<file path="config.mk">
export PLATFORM = sky130hd
export DESIGN_NAME = agd_front
export DESIGN_NICKNAME = d
export VERILOG_FILES = /design/src/design/agd_pkg.sv /design/src/design/agd_front.sv
export SDC_FILE = /design/constraint.sdc
export NUM_CORES = 1
export LEC_CHECK = 0
export ABC_AREA = 0
export BUFFER_PORTS_ARGS = -buffer_cell sky130_fd_sc_hd__buf_2
export CAP_MARGIN = 20
export CORE_MARGIN = 5
export CORE_UTILIZATION = 30
export CTS_BUF_LIST = sky130_fd_sc_hd__clkbuf_8
export CTS_CLUSTER_SIZE = 10
export DETAILED_ROUTE_END_ITERATION = 8
export GPL_ROUTABILITY_DRIVEN = 0
export PLACE_DENSITY_LB_ADDON = 0.12
export SYNTH_ARGS = -nofsm -noshare
export SYNTH_HDL_FRONTEND = slang
export SYNTH_SLANG_ARGS = --single-unit
</file>
<file path="constraint.sdc">
create_clock -name clk -period 7.6 [get_ports clk]
set_input_delay 0.76 -clock clk [delete_from_list [all_inputs] [get_ports clk]]
set_output_delay 0.76 -clock clk [all_outputs]
set_load 0.05 [all_outputs]
</file>
<file path="src/design/agd_pkg.sv">
`timescale 1ns / 1ps
// ----------------------------------------------------------------------------
// agd_pkg
// Types, constants and helpers shared by the group-wise dequantizer modules.
// ----------------------------------------------------------------------------
package agd_pkg;

  localparam int unsigned MAX_GROUPS        = 256;
  localparam int unsigned MAX_WORDS_PER_ROW = 512;
  localparam int unsigned GRP_W             = $clog2(MAX_GROUPS);

  // request kinds
  localparam logic ACT_TABLE = 1'b0;
  localparam logic ACT_WORD  = 1'b1;

  // register indexes
  localparam logic [1:0] REG_CODE_WIDTH_MODE = 2'd0;
  localparam logic [1:0] REG_GRP_LEN         = 2'd1;
  localparam logic [1:0] REG_WORDS_PER_ROW   = 2'd2;

  localparam logic [12:0] GRP_LEN_RST       = 13'd64;
  localparam logic [9:0]  WORDS_PER_ROW_RST = 10'd512;

  localparam logic [31:0] FP_DEFAULT_NAN = 32'hFFC0_0000;
  localparam logic [31:0] FP_QUIET_BIT   = 32'h0040_0000;

  typedef struct packed {
    logic        action;
    logic [31:0] packed_word;
    logic [7:0]  group_slot;
    logic [31:0] scale_bits;
    logic [31:0] bias_bits;
  } item_t;

  typedef struct packed {
    logic        code_width_mode;
    logic [12:0] grp_len;
    logic [9:0]  words_per_row;
    logic        config_error;
    logic        check_busy;
  } cfg_t;

  typedef struct packed {
    logic [11:0] column;
    logic        last_of_word;
    logic        row_end;
    logic        config_error;
  } lane_info_t;

  typedef struct packed {
    logic [7:0]  code;
    logic [31:0] scale;
    logic [31:0] bias;
    lane_info_t  info;
  } lane_t;

  // index of the highest set bit, zero when none
  function automatic logic [4:0] msb_index32(input logic [31:0] v);
    logic [4:0] pos;
    pos = 5'd0;
    for (int i = 0; i < 32; i++) begin
      if (v[i]) pos = 5'(i);
    end
    return pos;
  endfunction

endpackage

</file>
<file path="src/design/agd_front.sv">
`timescale 1ns / 1ps
// ----------------------------------------------------------------------------
// agd_front
// Accepts requests and holds them in a two-entry queue for the back end.
// ----------------------------------------------------------------------------
module agd_front (
  input  logic           clk,
  input  logic           rst_n,
  input  logic           in_valid,
  output logic           in_stall,
  input  agd_pkg::item_t in_item,
  input  logic           hold,
  output logic           q_valid,
  output agd_pkg::item_t q_item,
  input  logic           q_pop
);

  agd_pkg::item_t slot_r [2];
  logic           wptr_r;
  logic           rptr_r;
  logic [1:0]     cnt_r;
  logic           push;

  assign in_stall = (cnt_r == 2'd2) | hold;
  assign push     = in_valid & ~in_stall;
  assign q_valid  = cnt_r != 2'd0;
  assign q_item   = slot_r[rptr_r];

  always_ff @(posedge clk) begin
    if (push) slot_r[wptr_r] <= in_item;
  end

  always_ff @(posedge clk) begin
    if (!rst_n) begin
      wptr_r <= 1'b0;
      rptr_r <= 1'b0;
      cnt_r  <= 2'd0;
    end else begin
      if (push)  wptr_r <= ~wptr_r;
      if (q_pop) rptr_r <= ~rptr_r;
      case ({push, q_pop})
        2'b10:   cnt_r <= cnt_r + 2'd1;
        2'b01:   cnt_r <= cnt_r - 2'd1;
        default: cnt_r <= cnt_r;
      endcase
    end
  end

endmodule

</file>
==> impl_metrics.yaml <==
hold_path:
  min-delay-path-class: "in2reg"
sta:
  period_share_pct: 46.2
  tns_ps: 0
  max_slew.worst_pin.slew_ps: 778
  relSlewSlack_pct: 48.1
  final-hold-violation-count: 0
  rsz0062_at_grt: "false"
  period_minus_slack_ps: 3510
  slew_violations: 0
  fin_skew_ps: 11.0
  fmax_mhz: 285
  setup_violations: 0
global_route:
  grt_pass1_vias: 4666
  grt_max_degree: 69
  grt_first_pass_wirelength_mm: 26.1
  antenna_found_initial: 3
  grt_overflow: 0
  grt.total_usage_pct: 11.2
pwr:
  cellPowerDensity_mw_per_mm2: 272
  max-vdd-ir-drop_mv: 0.138
  p_leak_nw: 3.87
  power_mw: 2.75
synth:
  synth_fa_ha_area_share_pct: 0.156
  synth_xor_area_share_pct: 0.328
  synth_compound_area_share_pct: 0.156
  synth.most_common_cell: "edfxtp_1"
  syn_inst: 352
  syn_nets: 463
  synth_edf_count: 210
  synthSimpleGateAreaFrac_pct: 0.828
  synth_area_leaders: "edfxtp_1 (79%), mux2_4 (9.4%), mux2_2 (7.7%), dfxtp_1 (1.3%), buf_6 (0.84%)"
  yosys-mux-area-fraction_pct: 17.2
  netlist_top_cells_count: "edfxtp_1 (210), mux2_2 (55), mux2_4 (50), buf_2 (6), buf_6 (6)"
  synth_seq_area_share_pct: 80.0
  synth_top_flop_cell: "edfxtp_1"
  synth_top_area_cell: "edfxtp_1"
  ys_seq_elements: 215
  synth_top_family_by_area: "multiplexers"
  yosysWarnings: 0
  synthArstFlopShare_pct: 0
  synth_area_mm2: 0.00801
  synth_top_area_share_pct: 78.8
  synth_cell_types: 20
  avgSynthCellArea_um2: 22.7
floorplanning:
  start_util_pct: 30.6
  rows: 59
  die_w_um: 173
  ios: 217
  die_area_mm2: 0.0301
  coreArea_mm2: 0.0261
  chipHeight_um: 173
cells_and_area:
  areaGrowthSynthToFinish_pct: 26.6
  diodes: 0
  drive_gt1_share_pct: 59.6
  layout.nets: 714
job:
  max-cap-violations: 0
cts:
  cts-resized-gates: 0
  tritoncts: "yes"
  clockBufferDepth: 3
  cts_max_level: 2
  clock_latency_ps: 500
  cts-root-buf: "clkbuf_8"
  clkTransAtPathRegs_ps: 60
  postCtsSetupBuffers: 0
  cts.sinks: 215
  cts_hold_buf: 0
  cts_buffers: 39
routing:
  firstDrtPassIters: 4
  routed.top_layer: "met5"
  wire_per_inst_um: 18.0
  ant_nets: 0
  routedLengthMet1_mm: 7.22
  wl_met3_mm: 1.75
  avgViaCountPerCell: 4.31
  routed_wl_mm: 17.3
  drt_iter0_markers: 209
  dr_wl_met2_mm: 7.87
  num_vias: 4151
  drcViolationCount: 0
placement:
  port_buffers: 216
  dp.final_hpwl_mm: 11.4
critical_path:
  endpoint_kind: "primary output"
  path_delay_family: "buffers and inverters"
  cp_slowest_cell: "dfxtp_4"
  crit_buf_inv: 3
  cp_max_fo: 38
  r2r_slack_ps: 4830
  crit_chain: "buf_16, buf_4, mux2_2, buf_2"
  cpPeakStageDelay_ps: 660
  worstPathArrival_ps: 2750
  cp.required_ps: 6840
  cp-start-kind: "flip-flop"
  crit_type: "reg2out"
run_status:
  status: "finished clean"
layer usage:
layer / track usage, % / up-vias
li1: - / 1897
met1: 13.4 / 2024
met2: 17.9 / 177
met3: 5.21 / 47
met4: 4.12 / 6
met5: 0 / -
worst reg2reg max path: cells and delay by family, from the launching register on:
| kind | cells | cell delay [ps] |
|---|---|---|
| AND/OR/NAND/NOR | 3 | 590 |
| flip-flops | 1 | 390 |
| buffers and inverters | 2 | 1400 |
per-stage QoR:
stage | setup slack, ps | cells | util (%) | cell area [um^2] | hold WS (ps)
floorplan | 1650 | 352 | - | 8010 | 451
global placement | 4350 | 896 | 36.2 | 9460 | 478
detailed placement | 4300 | 896 | 36.2 | 9460 | 506
CTS | 3740 | 961 | 38.7 | 10100 | 384
global route | 3880 | 962 | 38.8 | 10100 | 388
finish | 4090 | 962 | 38.8 | 10100 | 438
path summary, 6_finish.rpt:
path	from	end	depth (start not counted)
worst min-delay path	in_item[95]	slot_r[1][95]	1
worst max-delay path	flip-flop	q_item[99]	4
worst max register to register	cnt_r[0]	slot_r[0][97]	5
worst min register to register	cnt_r[1]	cnt_r[1]	2
cells by family (layout without fill, tap and decap cells):
group                      Yosys count  in the layout
and+or+nand+nor                     12             12
DFF                                215            215
buffers and inverters               13            288
adders and majority gates            1              1
xor gates and xnor gates             3              3
muxes                              106            106
AOI/OAI and AO/OA                    2              2
flip-flops by register name (all words and copies together), names as in the netlist, named ones only:
signal	flops
cnt_r	2
rptr_r	1
slot_r	210
wptr_r	1
layout by cell type, fill, tap and decap left out:
| cell | instances |
|---|---|
| buf_16 | 1 |
| xnor2_1 | 2 |
| xor2_1 | 1 |
| dfxtp_4 | 1 |
| clkinvlp_4 | 1 |
| nand3b_1 | 1 |
| a21boi_1 | 1 |
| mux2_2 | 55 |
| buf_2 | 216 |
| dfxtp_1 | 4 |
| edfxtp_1 | 210 |
| ha_1 | 1 |
| clkbuf_8 | 39 |
| o21ai_0 | 1 |
| mux2i_1 | 1 |
| nand2b_1 | 2 |
| or2_2 | 1 |
| and2_1 | 3 |
| clkinv_2 | 3 |
| clkinv_1 | 10 |
| buf_4 | 5 |
| nand2_1 | 2 |
| inv_1 | 13 |
| nor2_4 | 2 |
| mux2_4 | 50 |
| or3_1 | 1 |
layout make-up:
type	instances	area, um^2
sequential	215	6410
inverter	1	3.75
tap	335	419
clock inverter	26	105
timing repair buffer	222	1150
fill	2470	16000
clock buffer	39	537
multi-input combinational	124	1510
power breakdown:
| part | leakage [nW] | switching (mW) | internal [mW] |
|---|---|---|---|
| Clock | 0.372 | 0.433 | 0.473 |
| Sequential | 1.97 | 0.0207 | 1.37 |
| Combinational | 1.53 | 0.319 | 0.142 |
| Total | 3.87 | 0.773 | 1.98 |
(Power assumes the default switching activity.)
