$ cat src/design/agd_pkg.sv
`timescale 1ns / 1ps
// ----------------------------------------------------------------------------
// agd_pkg
// Types, constants and helpers shared by the group-wise dequantizer modules.
// ----------------------------------------------------------------------------
package agd_pkg;

  localparam int unsigned MAX_GROUPS        = 256;
  localparam int unsigned MAX_WORDS_PER_ROW = 512;
  localparam int unsigned GRP_W             = $clog2(MAX_GROUPS);

  // request kinds
  localparam logic ACT_TABLE = 1'b0;
  localparam logic ACT_WORD  = 1'b1;

  // register indexes
  localparam logic [1:0] REG_CODE_WIDTH_MODE = 2'd0;
  localparam logic [1:0] REG_GRP_LEN         = 2'd1;
  localparam logic [1:0] REG_WORDS_PER_ROW   = 2'd2;

  localparam logic [12:0] GRP_LEN_RST       = 13'd64;
  localparam logic [9:0]  WORDS_PER_ROW_RST = 10'd512;

  localparam logic [31:0] FP_DEFAULT_NAN = 32'hFFC0_0000;
  localparam logic [31:0] FP_QUIET_BIT   = 32'h0040_0000;

  typedef struct packed {
    logic        action;
    logic [31:0] packed_word;
    logic [7:0]  group_slot;
    logic [31:0] scale_bits;
    logic [31:0] bias_bits;
  } item_t;

  typedef struct packed {
    logic        code_width_mode;
    logic [12:0] grp_len;
    logic [9:0]  words_per_row;
    logic        config_error;
    logic        check_busy;
  } cfg_t;

  typedef struct packed {
    logic [11:0] column;
    logic        last_of_word;
    logic        row_end;
    logic        config_error;
  } lane_info_t;

  typedef struct packed {
    logic [7:0]  code;
    logic [31:0] scale;
    logic [31:0] bias;
    lane_info_t  info;
  } lane_t;

  // index of the highest set bit, zero when none
  function automatic logic [4:0] msb_index32(input logic [31:0] v);
    logic [4:0] pos;
    pos = 5'd0;
    for (int i = 0; i < 32; i++) begin
      if (v[i]) pos = 5'(i);
    end
    return pos;
  endfunction

endpackage

$ cat src/design/agd_cfg.sv
`timescale 1ns / 1ps
// ----------------------------------------------------------------------------
// agd_cfg
// Register file on the bus port plus a serial check of group size against
// the row length (restoring remainder, one quotient bit per cycle).
// ----------------------------------------------------------------------------
module agd_cfg (
  input  logic                clk,
  input  logic                rst_n,
  input  logic                psel,
  input  logic                penable,
  input  logic                pwrite,
  input  logic [3:0]          paddr,
  input  logic [31:0]         pwdata,
  output logic [31:0]         prdata,
  output logic                pready,
  output agd_pkg::cfg_t       cfg_o
);

  logic        mode_r;
  logic [12:0] gsize_r;
  logic [9:0]  wpr_r;
  logic        busy_r;
  logic [3:0]  idx_r;
  logic [12:0] rem_r;
  logic [12:0] quo_r;
  logic        err_r;

  logic        wr;
  logic [9:0]  row_words;
  logic [12:0] cols;
  logic [13:0] r2;
  logic        ge;
  logic [12:0] rem_nxt;
  logic [12:0] quo_nxt;

  assign pready = 1'b1;
  assign wr     = psel & penable & pwrite;

  always_comb begin
    if (wpr_r == 10'd0) row_words = 10'd1;
    else if (wpr_r > 10'(agd_pkg::MAX_WORDS_PER_ROW))
      row_words = 10'(agd_pkg::MAX_WORDS_PER_ROW);
    else row_words = wpr_r;
    cols    = mode_r ? {1'b0, row_words, 2'b00} : {row_words, 3'b000};
    r2      = {rem_r, cols[idx_r]};
    ge      = r2 >= {1'b0, gsize_r};
    rem_nxt = ge ? 13'(r2 - {1'b0, gsize_r}) : r2[12:0];
    quo_nxt = {quo_r[11:0], ge};
  end

  always_ff @(posedge clk) begin
    if (!rst_n) begin
      mode_r  <= 1'b0;
      gsize_r <= agd_pkg::GRP_LEN_RST;
      wpr_r   <= agd_pkg::WORDS_PER_ROW_RST;
      busy_r  <= 1'b1;
      idx_r   <= 4'd12;
      rem_r   <= 13'd0;
      quo_r   <= 13'd0;
      err_r   <= 1'b0;
    end else if (wr) begin
      unique case (paddr[3:2])
        agd_pkg::REG_CODE_WIDTH_MODE: mode_r  <= pwdata[0];
        agd_pkg::REG_GRP_LEN:         gsize_r <= pwdata[12:0];
        agd_pkg::REG_WORDS_PER_ROW:   wpr_r   <= pwdata[9:0];
        default: ;
      endcase
      busy_r <= 1'b1;
      idx_r  <= 4'd12;
      rem_r  <= 13'd0;
      quo_r  <= 13'd0;
    end else if (busy_r) begin
      rem_r <= rem_nxt;
      quo_r <= quo_nxt;
      if (idx_r == 4'd0) begin
        busy_r <= 1'b0;
        err_r  <= (gsize_r == 13'd0) || (rem_nxt != 13'd0) ||
                  (quo_nxt > 13'(agd_pkg::MAX_GROUPS));
      end else begin
        idx_r <= idx_r - 4'd1;
      end
    end
  end

  always_comb begin
    unique case (paddr[3:2])
      agd_pkg::REG_CODE_WIDTH_MODE: prdata = {31'd0, mode_r};
      agd_pkg::REG_GRP_LEN:         prdata = {19'd0, gsize_r};
      agd_pkg::REG_WORDS_PER_ROW:   prdata = {22'd0, wpr_r};
      default:                      prdata = 32'd0;
    endcase
  end

  assign cfg_o.code_width_mode = mode_r;
  assign cfg_o.grp_len         = gsize_r;
  assign cfg_o.words_per_row   = row_words;
  assign cfg_o.config_error    = err_r;
  assign cfg_o.check_busy      = busy_r;

endmodule

$ cat config.mk
export PLATFORM = sky130hd
export DESIGN_NAME = agd_cfg
export DESIGN_NICKNAME = d
export VERILOG_FILES = /design/src/design/agd_pkg.sv /design/src/design/agd_cfg.sv
export SDC_FILE = /design/constraint.sdc
export NUM_CORES = 1
export LEC_CHECK = 0
export BUFFER_PORTS_ARGS = -buffer_cell sky130_fd_sc_hd__buf_2
export CAP_MARGIN = 20
export CORE_ASPECT_RATIO = 0.9
export CORE_UTILIZATION = 50
export CTS_CLUSTER_SIZE = 12
export DETAILED_ROUTE_END_ITERATION = 10
export GPL_TIMING_DRIVEN = 0
export PLACE_DENSITY = 0.88
export SKIP_CTS_REPAIR_TIMING = 1
export SYNTH_ARGS = -nofsm -noshare
export SYNTH_HDL_FRONTEND = slang
export SYNTH_SLANG_ARGS = --single-unit
export TNS_END_PERCENT = 10
$ cat constraint.sdc
create_clock -name clk -period 6.5 [get_ports clk]
set_input_delay 0.65 -clock clk [delete_from_list [all_inputs] [get_ports clk]]
set_output_delay 0.65 -clock clk [all_outputs]
set_load 0.02 [all_outputs]
==> flow_summary.toml <==
[run_status]
status = "complete, no violations"

[clock_tree]
cts_buffer_depth = 2
clk_latency_ps = 320
clock-sinks = 55
clkTransAtPathRegs_ps = 100
numCtsBuffers = 5
cts_tree = "yes"
cts_root_buffer = "clkbuf_8"
htree_levels = 2

[layout]
nFillCells = 645
multi_input_area_um2 = 2320
nets = 610
final_common_cell = "buf_2"
antenna_cells = 0
drive_gt1_share_pct = 18.7
most-common-layout-cells = "buf_2, nand2_1, dfxtp_1, nor2_1, mux2i_1"
finalInstanceArea_um2 = 4270
area_growth_pct = 15.3
seq_area_um2 = 1100

[routing]
viasPerCell = 5.64
wire_per_inst_um = 14.8
antenna_left = 0
drtIter0Drc = 311
vias = 3655
first_pass_iters = 5
drc_errors = 0
wl_um = 9560

[yosys]
syn-cell-area_um2 = 3700
ys.flop_type = "dfxtp_1"
syn-instance-count = 472
yosysWarningCount = 0
ys_ff_latch = 55
synth_edf_count = 0
synth.avg_cell_area_um2 = 7.85
yosysUniqueCellTypes = 55
synthArstFlopShare_pct = 0
ys_seq_area_share_pct = 29.7

[place]
io_buffers = 57
dpl-instance-area_um2 = 4170
post-dp-hpwl_um = 7360
place_congestion = 0.929

[critical_path]
worst-path-max-fanout = 6
crit-reg2reg-launch = "wpr_r[5]$_SDFFE_PN0P_"
worstSetupPathType = "reg -> reg"
rr_worst_depth = 15
critPathCapture = "err_r$_SDFFE_PN0P_"
rrSetupSlack_ps = 2040
end_kind = "register"
arrival_ps = 4660
critPathLaunchType = "register"
crit_path_start = "wpr_r[5]$_SDFFE_PN0P_"
reg2reg_to = "err_r$_SDFFE_PN0P_"
cp.required_ps = 6700

[min_path]
worstHoldPathType = "reg -> reg"

[timing]
post-route-period-util_pct = 68.6
max_clock_freq_mhz = 224
setup_tns_ps = 0
slew_viol_final = 0
rsz0062_at_grt = "no"
min_period_ps = 4460
tightest_slew_ps = 655
clock_skew_ps = 10.2
final_hold_viol_count = 0
hold_ws_ps = 510
relSlewSlack_pct = 56.0
setup_viol = 0

[grt]
grt_pass1_vias = 3188
antenna_found_initial = 0
overflow = 0
grt_max_degree = 20
grt_pass1_wl_um = 15400
grt.total_usage_pct = 24.7

[power_and_ir_drop]
pwr_density_cell_nw_per_um2 = 321
power_w = 0.00137
ir_drop_uv = 153
leakage_nw = 1.90

[floorplan]
fp.dieW_um = 92.7
die_h_um = 83.7
start_util_pct = 52.1
ios = 100
placementRows = 29
dieArea_um2 = 7760
core_um2 = 7110

[job]
cap_violations = 0
[critical path, stage by stage (launching register included)]
cell	delay (ps)
dfxtp_1	410
or4_1	600
o31ai_1	270
nand2_1	80
nor2_1	110
o31ai_1	150
ha_1	270
fa_1	430
nand2b_1	200
a21oi_1	430
nor2b_1	200
nor2b_1	70
xnor2_1	180
or4_1	570
a211oi_1	260
a31oi_1	110
[cell type report]
class | instances | share of cell area (%)
clock buffer | 5 | 1.61
sequential | 55 | 25.8
tap | 93 | 2.72
inverter | 16 | 1.41
clock inverter | 3 | 0.674
timing repair buffer | 57 | 6.68
multi-input combinational | 368 | 54.3
buffer | 51 | 6.85
[per-stage QoR]
stage               worst slack, ps  utilization [%]  instances
finish                         2040             60.1        648
global placement               2240             58.7        640
CTS                            2130             60.1        648
floorplan                      2550                -        490
detailed placement             2190             58.7        640
global route                   1750             60.1        648
[cells in the mapped netlist (10+ instances only)]
library cell,count,area [µm²]
dfxtp_1,55,1100
nand2b_1,10,62.6
a211oi_1,12,90.1
ha_1,14,175
nor3_1,12,60.1
clkbuf_1,19,71.3
buf_4,23,173
inv_1,16,60.1
nand2_1,61,229
a21oi_1,17,85.1
mux2i_1,27,270
a21boi_0,21,158
nor2b_1,16,100
o21ai_0,16,80.1
nor2_1,47,176
[registers in the layout (all words and copies together), names as in the netlist]
| name | count |
|---|---|
| mode_r | 1 |
| quo_r | 12 |
| err_r | 1 |
| busy_r | 1 |
| rem_r | 13 |
| idx_r | 4 |
| wpr_r | 10 |
| gsize_r | 13 |
[logic make-up (layout without fill, tap and decap cells)]
family	Yosys count	in the layout	synth area share (%)
DFF	55	55	29.7
muxes	30	30	8.51
buffers and inverters	67	132	9.52
xor gates and xnor gates	13	13	3.07
other	2	20	0.203
and+or+nand+nor	188	188	24.8
adders and majority gates	15	15	5.27
AOI/OAI and AO/OA	102	102	18.9
[metal layers]
metal | share of wire, % | wire [µm] | track usage (%) | vias to the layer above
met3 | 7.6 | 724 | 3.55 | 19
li1 | - | - | - | 1769
met4 | 1.8 | 173 | 7.41 | 0
met5 | 0 | 0 | 0 | -
met1 | 47 | 4450 | 36.7 | 1703
met2 | 44 | 4210 | 36.9 | 164
[report_power, final]
group | switching (W) | total [W] | internal [W] | leakage [nW]
Clock | 0.000121 | 0.000201 | 0.0000801 | 0.0502
Sequential | 0.0000413 | 0.000417 | 0.000376 | 0.447
Combinational | 0.000436 | 0.000755 | 0.000318 | 1.40
Total | 0.000599 | 0.00137 | 0.000774 | 1.90
[how the worst min path moves through the flow]
stage	start	slack (ps)	to	cells past startpoint
detailed placement	quo_r[11]$_SDFFE_PP0P_	500	quo_r[11]$_SDFFE_PP0P_	2
global route	quo_r[11]$_SDFFE_PP0P_	540	quo_r[11]$_SDFFE_PP0P_	2
CTS	quo_r[0]$_SDFFE_PP0P_	510	quo_r[0]$_SDFFE_PP0P_	2
global placement	quo_r[11]$_SDFFE_PP0P_	480	quo_r[11]$_SDFFE_PP0P_	2
floorplan	rem_r[12]$_SDFFE_PP0P_	450	rem_r[12]$_SDFFE_PP0P_	2
finish	gsize_r[4]$_SDFFE_PN0P_	510	gsize_r[4]$_SDFFE_PN0P_	2
No activity file was read; power rests on OpenSTA's default activity.
