`src/design/agd_pkg.sv`:
```
`timescale 1ns / 1ps
// ----------------------------------------------------------------------------
// agd_pkg
// Types, constants and helpers shared by the group-wise dequantizer modules.
// ----------------------------------------------------------------------------
package agd_pkg;

  localparam int unsigned MAX_GROUPS        = 256;
  localparam int unsigned MAX_WORDS_PER_ROW = 512;
  localparam int unsigned GRP_W             = $clog2(MAX_GROUPS);

  // request kinds
  localparam logic ACT_TABLE = 1'b0;
  localparam logic ACT_WORD  = 1'b1;

  // register indexes
  localparam logic [1:0] REG_CODE_WIDTH_MODE = 2'd0;
  localparam logic [1:0] REG_GRP_LEN         = 2'd1;
  localparam logic [1:0] REG_WORDS_PER_ROW   = 2'd2;

  localparam logic [12:0] GRP_LEN_RST       = 13'd64;
  localparam logic [9:0]  WORDS_PER_ROW_RST = 10'd512;

  localparam logic [31:0] FP_DEFAULT_NAN = 32'hFFC0_0000;
  localparam logic [31:0] FP_QUIET_BIT   = 32'h0040_0000;

  typedef struct packed {
    logic        action;
    logic [31:0] packed_word;
    logic [7:0]  group_slot;
    logic [31:0] scale_bits;
    logic [31:0] bias_bits;
  } item_t;

  typedef struct packed {
    logic        code_width_mode;
    logic [12:0] grp_len;
    logic [9:0]  words_per_row;
    logic        config_error;
    logic        check_busy;
  } cfg_t;

  typedef struct packed {
    logic [11:0] column;
    logic        last_of_word;
    logic        row_end;
    logic        config_error;
  } lane_info_t;

  typedef struct packed {
    logic [7:0]  code;
    logic [31:0] scale;
    logic [31:0] bias;
    lane_info_t  info;
  } lane_t;

  // index of the highest set bit, zero when none
  function automatic logic [4:0] msb_index32(input logic [31:0] v);
    logic [4:0] pos;
    pos = 5'd0;
    for (int i = 0; i < 32; i++) begin
      if (v[i]) pos = 5'(i);
    end
    return pos;
  endfunction

endpackage

```
`src/design/agd_fpu.sv`:
```
`timescale 1ns / 1ps
// ----------------------------------------------------------------------------
// agd_fpu
// Pipelined fp32 scale*code then +bias, each rounded to nearest even,
// ending in the result register.
// ----------------------------------------------------------------------------
module agd_fpu (
  input  logic                clk,
  input  logic                rst_n,
  input  logic                lane_valid,
  input  agd_pkg::lane_t      lane,
  output logic                adv,
  output logic                out_valid,
  input  logic                out_stall,
  output logic [31:0]         out_value,
  output agd_pkg::lane_info_t out_info
);

  // multiply stage 1
  logic m1_v_r, m1_sign_r, m1_spec_r;
  logic [31:0] m1_p_r, m1_spec_bits_r, m1_bias_r;
  logic [7:0]  m1_e_r;
  agd_pkg::lane_info_t m1_info_r;
  // multiply stage 2
  logic m2_v_r, m2_sign_r, m2_spec_r;
  logic [31:0] m2_p_r, m2_spec_bits_r, m2_bias_r;
  logic [7:0]  m2_e_r;
  logic signed [9:0] m2_sh_r;
  agd_pkg::lane_info_t m2_info_r;
  // product ready
  logic m3_v_r;
  logic [31:0] m3_pp_r, m3_bias_r;
  agd_pkg::lane_info_t m3_info_r;
  // add stages
  logic a1_v_r, a1_sign_r, a1_sub_r, a1_spec_r;
  logic [23:0] a1_mx_r, a1_my_r;
  logic [7:0]  a1_ex_r;
  logic [4:0]  a1_d_r;
  logic [31:0] a1_spec_bits_r;
  agd_pkg::lane_info_t a1_info_r;
  logic a2_v_r, a2_sign_r, a2_spec_r;
  logic [27:0] a2_sum_r;
  logic [7:0]  a2_ex_r;
  logic [31:0] a2_spec_bits_r;
  agd_pkg::lane_info_t a2_info_r;
  logic a3_v_r, a3_sign_r, a3_spec_r, a3_zero_r;
  logic [27:0] a3_sum_r;
  logic [7:0]  a3_ex_r;
  logic [4:0]  a3_l_r;
  logic [31:0] a3_spec_bits_r;
  agd_pkg::lane_info_t a3_info_r;
  // result
  logic        out_valid_r;
  logic [31:0] out_value_r;
  agd_pkg::lane_info_t out_info_r;

  assign adv = ~out_valid_r | ~out_stall;

  // ---- stage 1: significand times code
  logic [23:0] m1_m;
  logic [7:0]  m1_e;
  logic [31:0] m1_p;
  logic        m1_spec;
  logic [31:0] m1_spec_bits;
  always_comb begin
    m1_m = (lane.scale[30:23] == 8'd0) ? {1'b0, lane.scale[22:0]} : {1'b1, lane.scale[22:0]};
    m1_e = (lane.scale[30:23] == 8'd0) ? 8'd1 : lane.scale[30:23];
    m1_p = m1_m * {16'd0, lane.code};
    m1_spec      = 1'b1;
    m1_spec_bits = {lane.scale[31], 31'd0};
    if (lane.scale[30:23] == 8'hFF) begin
      if (lane.scale[22:0] != 23'd0) m1_spec_bits = lane.scale | agd_pkg::FP_QUIET_BIT;
      else if (lane.code == 8'd0)    m1_spec_bits = agd_pkg::FP_DEFAULT_NAN;
      else                           m1_spec_bits = {lane.scale[31], 8'hFF, 23'd0};
    end else if (m1_p == 32'd0) begin
      m1_spec_bits = {lane.scale[31], 31'd0};
    end else begin
      m1_spec = 1'b0;
    end
  end

  // ---- stage 2: leading one and shift amount
  logic [4:0]        m2_l;
  logic signed [9:0] m2_sha, m2_shb;
  always_comb begin
    m2_l   = agd_pkg::msb_index32(m1_p_r);
    m2_sha = $signed({5'd0, m2_l}) - 10'sd23;
    m2_shb = 10'sd1 - $signed({2'd0, m1_e_r});
  end

  // ---- stage 3: round product to fp32
  logic [3:0]  m3_rs;
  logic [31:0] m3_kept, m3_shl;
  logic        m3_g, m3_st;
  logic [9:0]  m3_neg;
  logic [4:0]  m3_ls;
  logic [24:0] m3_mr;
  logic signed [10:0] m3_er;
  logic signed [10:0] m3_field;
  logic [31:0] m3_pp;
  always_comb begin
    m3_rs   = m2_sh_r[3:0];
    m3_kept = m2_p_r >> m3_rs;
    m3_g    = (m3_rs != 4'd0) ? m2_p_r[5'(m3_rs - 4'd1)] : 1'b0;
    m3_st   = |(m2_p_r & ((32'd1 << 5'(m3_rs - 4'd1)) - 32'd1));
    m3_neg  = 10'(-m2_sh_r);
    m3_ls   = (|m3_neg[9:5]) ? 5'd31 : m3_neg[4:0];
    m3_shl  = m2_p_r << m3_ls;
    if (m2_sh_r > 10'sd0)
      m3_mr = {1'b0, m3_kept[23:0]} + {24'd0, m3_g & (m3_st | m3_kept[0])};
    else
      m3_mr = {1'b0, m3_shl[23:0]};
    m3_er = $signed({3'd0, m2_e_r}) + 11'(m2_sh_r);
    if (m3_mr[24])      m3_field = m3_er + 11'sd1;
    else if (m3_mr[23]) m3_field = m3_er;
    else                m3_field = 11'sd0;
    if (m3_field >= 11'sd255) m3_pp = {m2_sign_r, 8'hFF, 23'd0};
    else m3_pp = {m2_sign_r, m3_field[7:0], m3_mr[24] ? 23'd0 : m3_mr[22:0]};
    if (m2_spec_r) m3_pp = m2_spec_bits_r;
  end

  // ---- add stage 1: specials, order by magnitude
  logic [31:0] a1_a, a1_b, a1_big, a1_small, a1_spec_bits;
  logic        a1_anan, a1_bnan, a1_ainf, a1_binf, a1_spec;
  logic [7:0]  a1_ex, a1_ey, a1_d;
  always_comb begin
    a1_a    = m3_pp_r;
    a1_b    = m3_bias_r;
    a1_anan = (a1_a[30:23] == 8'hFF) && (a1_a[22:0] != 23'd0);
    a1_bnan = (a1_b[30:23] == 8'hFF) && (a1_b[22:0] != 23'd0);
    a1_ainf = (a1_a[30:23] == 8'hFF) && (a1_a[22:0] == 23'd0);
    a1_binf = (a1_b[30:23] == 8'hFF) && (a1_b[22:0] == 23'd0);
    a1_spec = 1'b1;
    if (a1_anan)                                     a1_spec_bits = a1_a | agd_pkg::FP_QUIET_BIT;
    else if (a1_bnan)                                a1_spec_bits = a1_b | agd_pkg::FP_QUIET_BIT;
    else if (a1_ainf && a1_binf && a1_a[31] != a1_b[31]) a1_spec_bits = agd_pkg::FP_DEFAULT_NAN;
    else if (a1_ainf)                                a1_spec_bits = a1_a;
    else if (a1_binf)                                a1_spec_bits = a1_b;
    else if (a1_a[30:0] == 31'd0 && a1_b[30:0] == 31'd0)
      a1_spec_bits = {a1_a[31] & a1_b[31], 31'd0};
    else begin
      a1_spec_bits = 32'd0;
      a1_spec      = 1'b0;
    end
    if (a1_a[30:0] >= a1_b[30:0]) begin
      a1_big   = a1_a;
      a1_small = a1_b;
    end else begin
      a1_big   = a1_b;
      a1_small = a1_a;
    end
    a1_ex = (a1_big[30:23] == 8'd0) ? 8'd1 : a1_big[30:23];
    a1_ey = (a1_small[30:23] == 8'd0) ? 8'd1 : a1_small[30:23];
    a1_d  = a1_ex - a1_ey;
  end

  // ---- add stage 2: align and add
  logic [26:0] a2_x3, a2_y3, a2_ysh;
  logic        a2_stk;
  logic [27:0] a2_sum;
  always_comb begin
    a2_x3  = {a1_mx_r, 3'd0};
    a2_y3  = {a1_my_r, 3'd0};
    a2_ysh = a2_y3 >> a1_d_r;
    a2_stk = |(a2_y3 & ((27'd1 << a1_d_r) - 27'd1));
    a2_ysh = {a2_ysh[26:1], a2_ysh[0] | a2_stk};
    a2_sum = a1_sub_r ? ({1'b0, a2_x3} - {1'b0, a2_ysh}) : ({1'b0, a2_x3} + {1'b0, a2_ysh});
  end

  // ---- add stage 4: normalize, round, pack
  logic [4:0]  a4_lz, a4_s;
  logic [7:0]  a4_lim;
  logic [26:0] a4_n;
  logic [8:0]  a4_er, a4_field;
  logic [24:0] a4_mr;
  logic [31:0] a4_res;
  always_comb begin
    a4_lz  = 5'd26 - a3_l_r;
    a4_lim = a3_ex_r - 8'd1;
    a4_s   = ({3'd0, a4_lz} < a4_lim) ? a4_lz : a4_lim[4:0];
    if (a3_sum_r[27]) begin
      a4_n  = {a3_sum_r[27:2], a3_sum_r[1] | a3_sum_r[0]};
      a4_er = {1'b0, a3_ex_r} + 9'd1;
    end else begin
      a4_n  = a3_sum_r[26:0] << a4_s;
      a4_er = {1'b0, a3_ex_r} - {4'd0, a4_s};
    end
    a4_mr = {1'b0, a4_n[26:3]} + {24'd0, a4_n[2] & (a4_n[1] | a4_n[0] | a4_n[3])};
    if (a4_mr[24])      a4_field = a4_er + 9'd1;
    else if (a4_mr[23]) a4_field = a4_er;
    else                a4_field = 9'd0;
    if (a4_field >= 9'd255) a4_res = {a3_sign_r, 8'hFF, 23'd0};
    else a4_res = {a3_sign_r, a4_field[7:0], a4_mr[24] ? 23'd0 : a4_mr[22:0]};
    if (a3_zero_r) a4_res = 32'd0;
    if (a3_spec_r) a4_res = a3_spec_bits_r;
  end

  always_ff @(posedge clk) begin
    if (adv) begin
      m1_p_r         <= m1_p;
      m1_e_r         <= m1_e;
      m1_sign_r      <= lane.scale[31];
      m1_spec_r      <= m1_spec;
      m1_spec_bits_r <= m1_spec_bits;
      m1_bias_r      <= lane.bias;
      m1_info_r      <= lane.info;

      m2_p_r         <= m1_p_r;
      m2_e_r         <= m1_e_r;
      m2_sign_r      <= m1_sign_r;
      m2_spec_r      <= m1_spec_r;
      m2_spec_bits_r <= m1_spec_bits_r;
      m2_bias_r      <= m1_bias_r;
      m2_info_r      <= m1_info_r;
      m2_sh_r        <= (m2_sha > m2_shb) ? m2_sha : m2_shb;

      m3_pp_r   <= m3_pp;
      m3_bias_r <= m2_bias_r;
      m3_info_r <= m2_info_r;

      a1_sign_r      <= a1_big[31];
      a1_sub_r       <= a1_a[31] ^ a1_b[31];
      a1_mx_r        <= {a1_big[30:23] != 8'd0, a1_big[22:0]};
      a1_my_r        <= {a1_small[30:23] != 8'd0, a1_small[22:0]};
      a1_ex_r        <= a1_ex;
      a1_d_r         <= (a1_d > 8'd27) ? 5'd28 : a1_d[4:0];
      a1_spec_r      <= a1_spec;
      a1_spec_bits_r <= a1_spec_bits;
      a1_info_r      <= m3_info_r;

      a2_sum_r       <= a2_sum;
      a2_ex_r        <= a1_ex_r;
      a2_sign_r      <= a1_sign_r;
      a2_spec_r      <= a1_spec_r;
      a2_spec_bits_r <= a1_spec_bits_r;
      a2_info_r      <= a1_info_r;

      a3_sum_r       <= a2_sum_r;
      a3_l_r         <= agd_pkg::msb_index32({4'd0, a2_sum_r});
      a3_zero_r      <= a2_sum_r == 28'd0;
      a3_ex_r        <= a2_ex_r;
      a3_sign_r      <= a2_sign_r;
      a3_spec_r      <= a2_spec_r;
      a3_spec_bits_r <= a2_spec_bits_r;
      a3_info_r      <= a2_info_r;

      out_value_r <= a4_res;
      out_info_r  <= a3_info_r;
    end
  end

  always_ff @(posedge clk) begin
    if (!rst_n) begin
      m1_v_r      <= 1'b0;
      m2_v_r      <= 1'b0;
      m3_v_r      <= 1'b0;
      a1_v_r      <= 1'b0;
      a2_v_r      <= 1'b0;
      a3_v_r      <= 1'b0;
      out_valid_r <= 1'b0;
    end else if (adv) begin
      m1_v_r      <= lane_valid;
      m2_v_r      <= m1_v_r;
      m3_v_r      <= m2_v_r;
      a1_v_r      <= m3_v_r;
      a2_v_r      <= a1_v_r;
      a3_v_r      <= a2_v_r;
      out_valid_r <= a3_v_r;
    end
  end

  assign out_valid = out_valid_r;
  assign out_value = out_value_r;
  assign out_info  = out_info_r;

endmodule

```
`config.mk`:
```
export PLATFORM = sky130hd
export DESIGN_NAME = agd_fpu
export DESIGN_NICKNAME = d
export VERILOG_FILES = /design/src/design/agd_pkg.sv /design/src/design/agd_fpu.sv
export SDC_FILE = /design/constraint.sdc
export NUM_CORES = 2
export LEC_CHECK = 0
export BUFFER_PORTS_ARGS = -buffer_cell sky130_fd_sc_hd__buf_2
export CORE_ASPECT_RATIO = 1.75
export CORE_MARGIN = 2
export CORE_UTILIZATION = 50
export DETAILED_ROUTE_END_ITERATION = 8
export PLACE_DENSITY = 0.66
export SLEW_MARGIN = 40
export SYNTH_ARGS = -nofsm -noshare
export SYNTH_HDL_FRONTEND = slang
export SYNTH_SLANG_ARGS = --single-unit
```
`constraint.sdc`:
```
create_clock -name clk -period 34.3 [get_ports clk]
set_input_delay 3.43 -clock clk [delete_from_list [all_inputs] [get_ports clk]]
set_output_delay 3.43 -clock clk [all_outputs]
set_load 0.05 [all_outputs]
```
==> flow_summary.ini <==
[worst_setup_path]
cp.arrival_ns = 9.51
cp_max_fo = 25
critPathCaptureType = register
crit_slowest_cell = fa_1
critical_path_buf_inv_count = 3
path_delay_family = compound AO/OA/AOI/OAI gates
start_kind = primary input
cpPeakStageDelay_ns = 0.54
required_ns = 34.73
reg2reg_depth = 24
cp.depth = 23
crit_chain = buf_2 -> and2_1 -> fa_1 -> fa_1 -> inv_1 -> fa_1 -> fa_1 -> inv_1 -> ha_1 -> o21ai_0 -> a21boi_0 -> o21ai_0 -> a211o_1 -> nand3_1 -> o211ai_1 -> o211a_1 -> a2111o_1 -> a31oi_1 -> a21o_1 -> a21oi_1 -> xnor2_1 -> or2_2 -> o41ai_1
path_common_cell = fa_1
worstSetupPathType = primary input to register

[synth]
synthCells = 3929
yosysSeqAreaShare = 0.4574
syn_nets = 4350
ys_ff_latch = 671
ys_async_sr_fraction = 0
synth_edf_count = 664
synthFlopType = edfxtp_1
netlist.area_leader.share = 0.4542
yosys_warnings = 0
syn_area_sq_um = 43900
syn_avg_cell_area_sq_um = 11.17
ys_types = 115
synth_area_leaders = edfxtp_1 45%, fa_1 6.2%, ha_1 5.5%, mux4_2 4.2%, nand2_1 3.6%
synth_area_leader_cell = edfxtp_1

[timing]
fin_crit_sh = 0.2648
setup_viol = 0
period_needed_ns = 9.083
fmax_ghz = 0.1101
skew_ns = 0.05882
worst_pin_slew_ns = 0.9046
rsz0062_at_grt = false
report.final.hold_viol_count = 0
setup_slack_ns = 25.22
slew_headroom = 0.3969
slew_violations = 0
fin_setup_tns_ns = 0

[clock_network]
cts_tree = done
clock-sinks = 671
hold_buffers = 0
cts_root_buf = clkbuf_16
htree_levels = 2
post_cts_resized = 0
numCtsBuffers = 60
clk_latency_ns = 0.68
clk_pin_slew_worst_paths_ns = 0.06
cts_setup_buffers = 0
cts_buffer_depth = 3

[job]
maxCapViolCount = 0

[route]
route.vias.total = 31740
firstDrtPassIters = 5
drc = 0
drt_iter0_drc = 2273
via_per_inst = 6.103
routed_wl_microns = 128900
route.antenna.remaining_nets = 0
wire_per_inst_microns = 24.78

[grt]
grt_pass1_vias = 32020
grt_start_max_net_pins = 176
antenna_found_initial = 1
grtUsageTotal = 0.2835
grt_pass1_wl_microns = 192600
grt-ovfl-total = 0

[placed_design]
dp_hpwl_microns = 98750
port_buffers = 139
post-place-ws_ns = 24.60
gp_congestion = 0.9943

[hold_path]
hold_depth = 0
min_path_type = register to register

[floorplan]
fp.dieW_microns = 228.0
die_y_microns = 396.0
coreArea_sq_um = 86960
fp.dieArea_sq_um = 90280
initial_core_util = 0.5048
std_cell_rows = 143
io-pin-count = 140

[cells_and_area]
layout.cells.most_common_list = 664 x edfxtp_1, 417 x nand2_1, 272 x inv_1
final_common_cell = edfxtp_1
area_delta_synth_final_pct = 8.893
layout.nets = 4410
layout-drive-gt1-share = 0.1282

[status]
status = completed
-- cells in the mapped netlist, types with 15 or more instances --
| cell type | count |
|---|---|
| a22o_1 | 36 |
| nor3_1 | 78 |
| nor2_1 | 211 |
| a32o_1 | 26 |
| nor4_1 | 44 |
| xnor2_1 | 113 |
| a211oi_1 | 48 |
| o21bai_1 | 36 |
| a21boi_0 | 15 |
| o22ai_1 | 18 |
| inv_1 | 272 |
| nor2b_1 | 36 |
| nand4_1 | 37 |
| a31oi_1 | 17 |
| a311oi_1 | 22 |
| fa_1 | 136 |
| edfxtp_1 | 664 |
| o21ai_0 | 144 |
| buf_2 | 31 |
| a22oi_1 | 40 |
| clkbuf_1 | 135 |
| a221oi_1 | 17 |
| a21oi_1 | 209 |
| buf_1 | 21 |
| and2_1 | 141 |
| nand2_1 | 418 |
| ha_1 | 194 |
| xor2_1 | 43 |
| o211ai_1 | 17 |
| mux4_2 | 81 |
| mux2_2 | 63 |
| a21o_1 | 42 |
| or2_2 | 17 |
| nand3_1 | 69 |
| nand2b_1 | 49 |
| and3_1 | 23 |
| mux2i_1 | 81 |
| or3_1 | 16 |
-- metal layers --
layer | track usage | routed length, microns | vias to the layer above
li1 | - | - | 14640
met1 | 0.2636 | 40350 | 15470
met2 | 0.5361 | 69170 | 1162
met3 | 0.03093 | 5148 | 468
met4 | 0.2613 | 14190 | 0
met5 | 0 | 0 | -
-- area by class of cell --
| type | instances | area (sq um) |
|---|---|---|
| repair buffers | 203 | 1244 |
| clock buffers | 69 | 1535 |
| fillers | 7632 | 39150 |
| flip-flops and latches | 671 | 20080 |
| clock inverters | 43 | 514.2 |
| inverters | 278 | 1044 |
| multi-input cells | 2775 | 21930 |
| diodes | 1 | 2.502 |
| well taps | 1160 | 1451 |
-- final timing paths --
| check | start | endpoint | slack (ns) |
|---|---|---|---|
| worst max-delay path | lane[83] | m1_spec_r | 25.22 |
| worst min register to register | m1_spec_bits_r[25] | m2_spec_bits_r[25] | 0.38 |
| worst max register to register | a3_ex_r[0] | out_value[29] | 26.04 |
| worst min-delay path | m1_spec_bits_r[25] | m2_spec_bits_r[25] | 0.38 |
-- per-stage QoR --
| stage | instances | hold slack (ns) | util | area [sq um] |
|---|---|---|---|---|
| CTS | 5198 | 0.3910 | 0.5491 | 47750 |
| global placement | 5083 | 0.4002 | 0.5247 | 45630 |
| finish | 5200 | 0.3840 | 0.5497 | 47800 |
| global route | 5199 | 0.3953 | 0.5497 | 47800 |
| floorplan | 3929 | 0.4003 | - | 43900 |
| detailed placement | 5086 | 0.4045 | 0.5256 | 45700 |
-- kinds of logic (layout without fill, tap and decap cells) --
| logic type | after synthesis | in the layout | synth area share |
|---|---|---|---|
| compound gates | 861 | 861 | 0.1364 |
| xor+xnor | 156 | 156 | 0.03112 |
| fa+ha+maj | 331 | 331 | 0.1175 |
| buf+inv | 483 | 593 | 0.04532 |
| flops | 671 | 671 | 0.4574 |
| mux | 227 | 227 | 0.07696 |
| other cells | 0 | 1 | 0 |
| simple gates | 1200 | 1200 | 0.1353 |
-- state kept, by name, indices dropped and copies added, names as in the netlist, 32 cells and up --
name	flops
m1_spec_bits_r	32
a1_b	32
a1_a	32
a1_spec_bits_r	32
a2_spec_bits_r	32
m2_bias_r	32
a3_spec_bits_r	32
m1_bias_r	32
m1_p_r	32
m2_p_r	32
out_value	32
m2_spec_bits_r	32
Power is left out: the tool's default activity adds up to more than one toggle a clock period on the data nets, which glitch-free logic cannot reach.
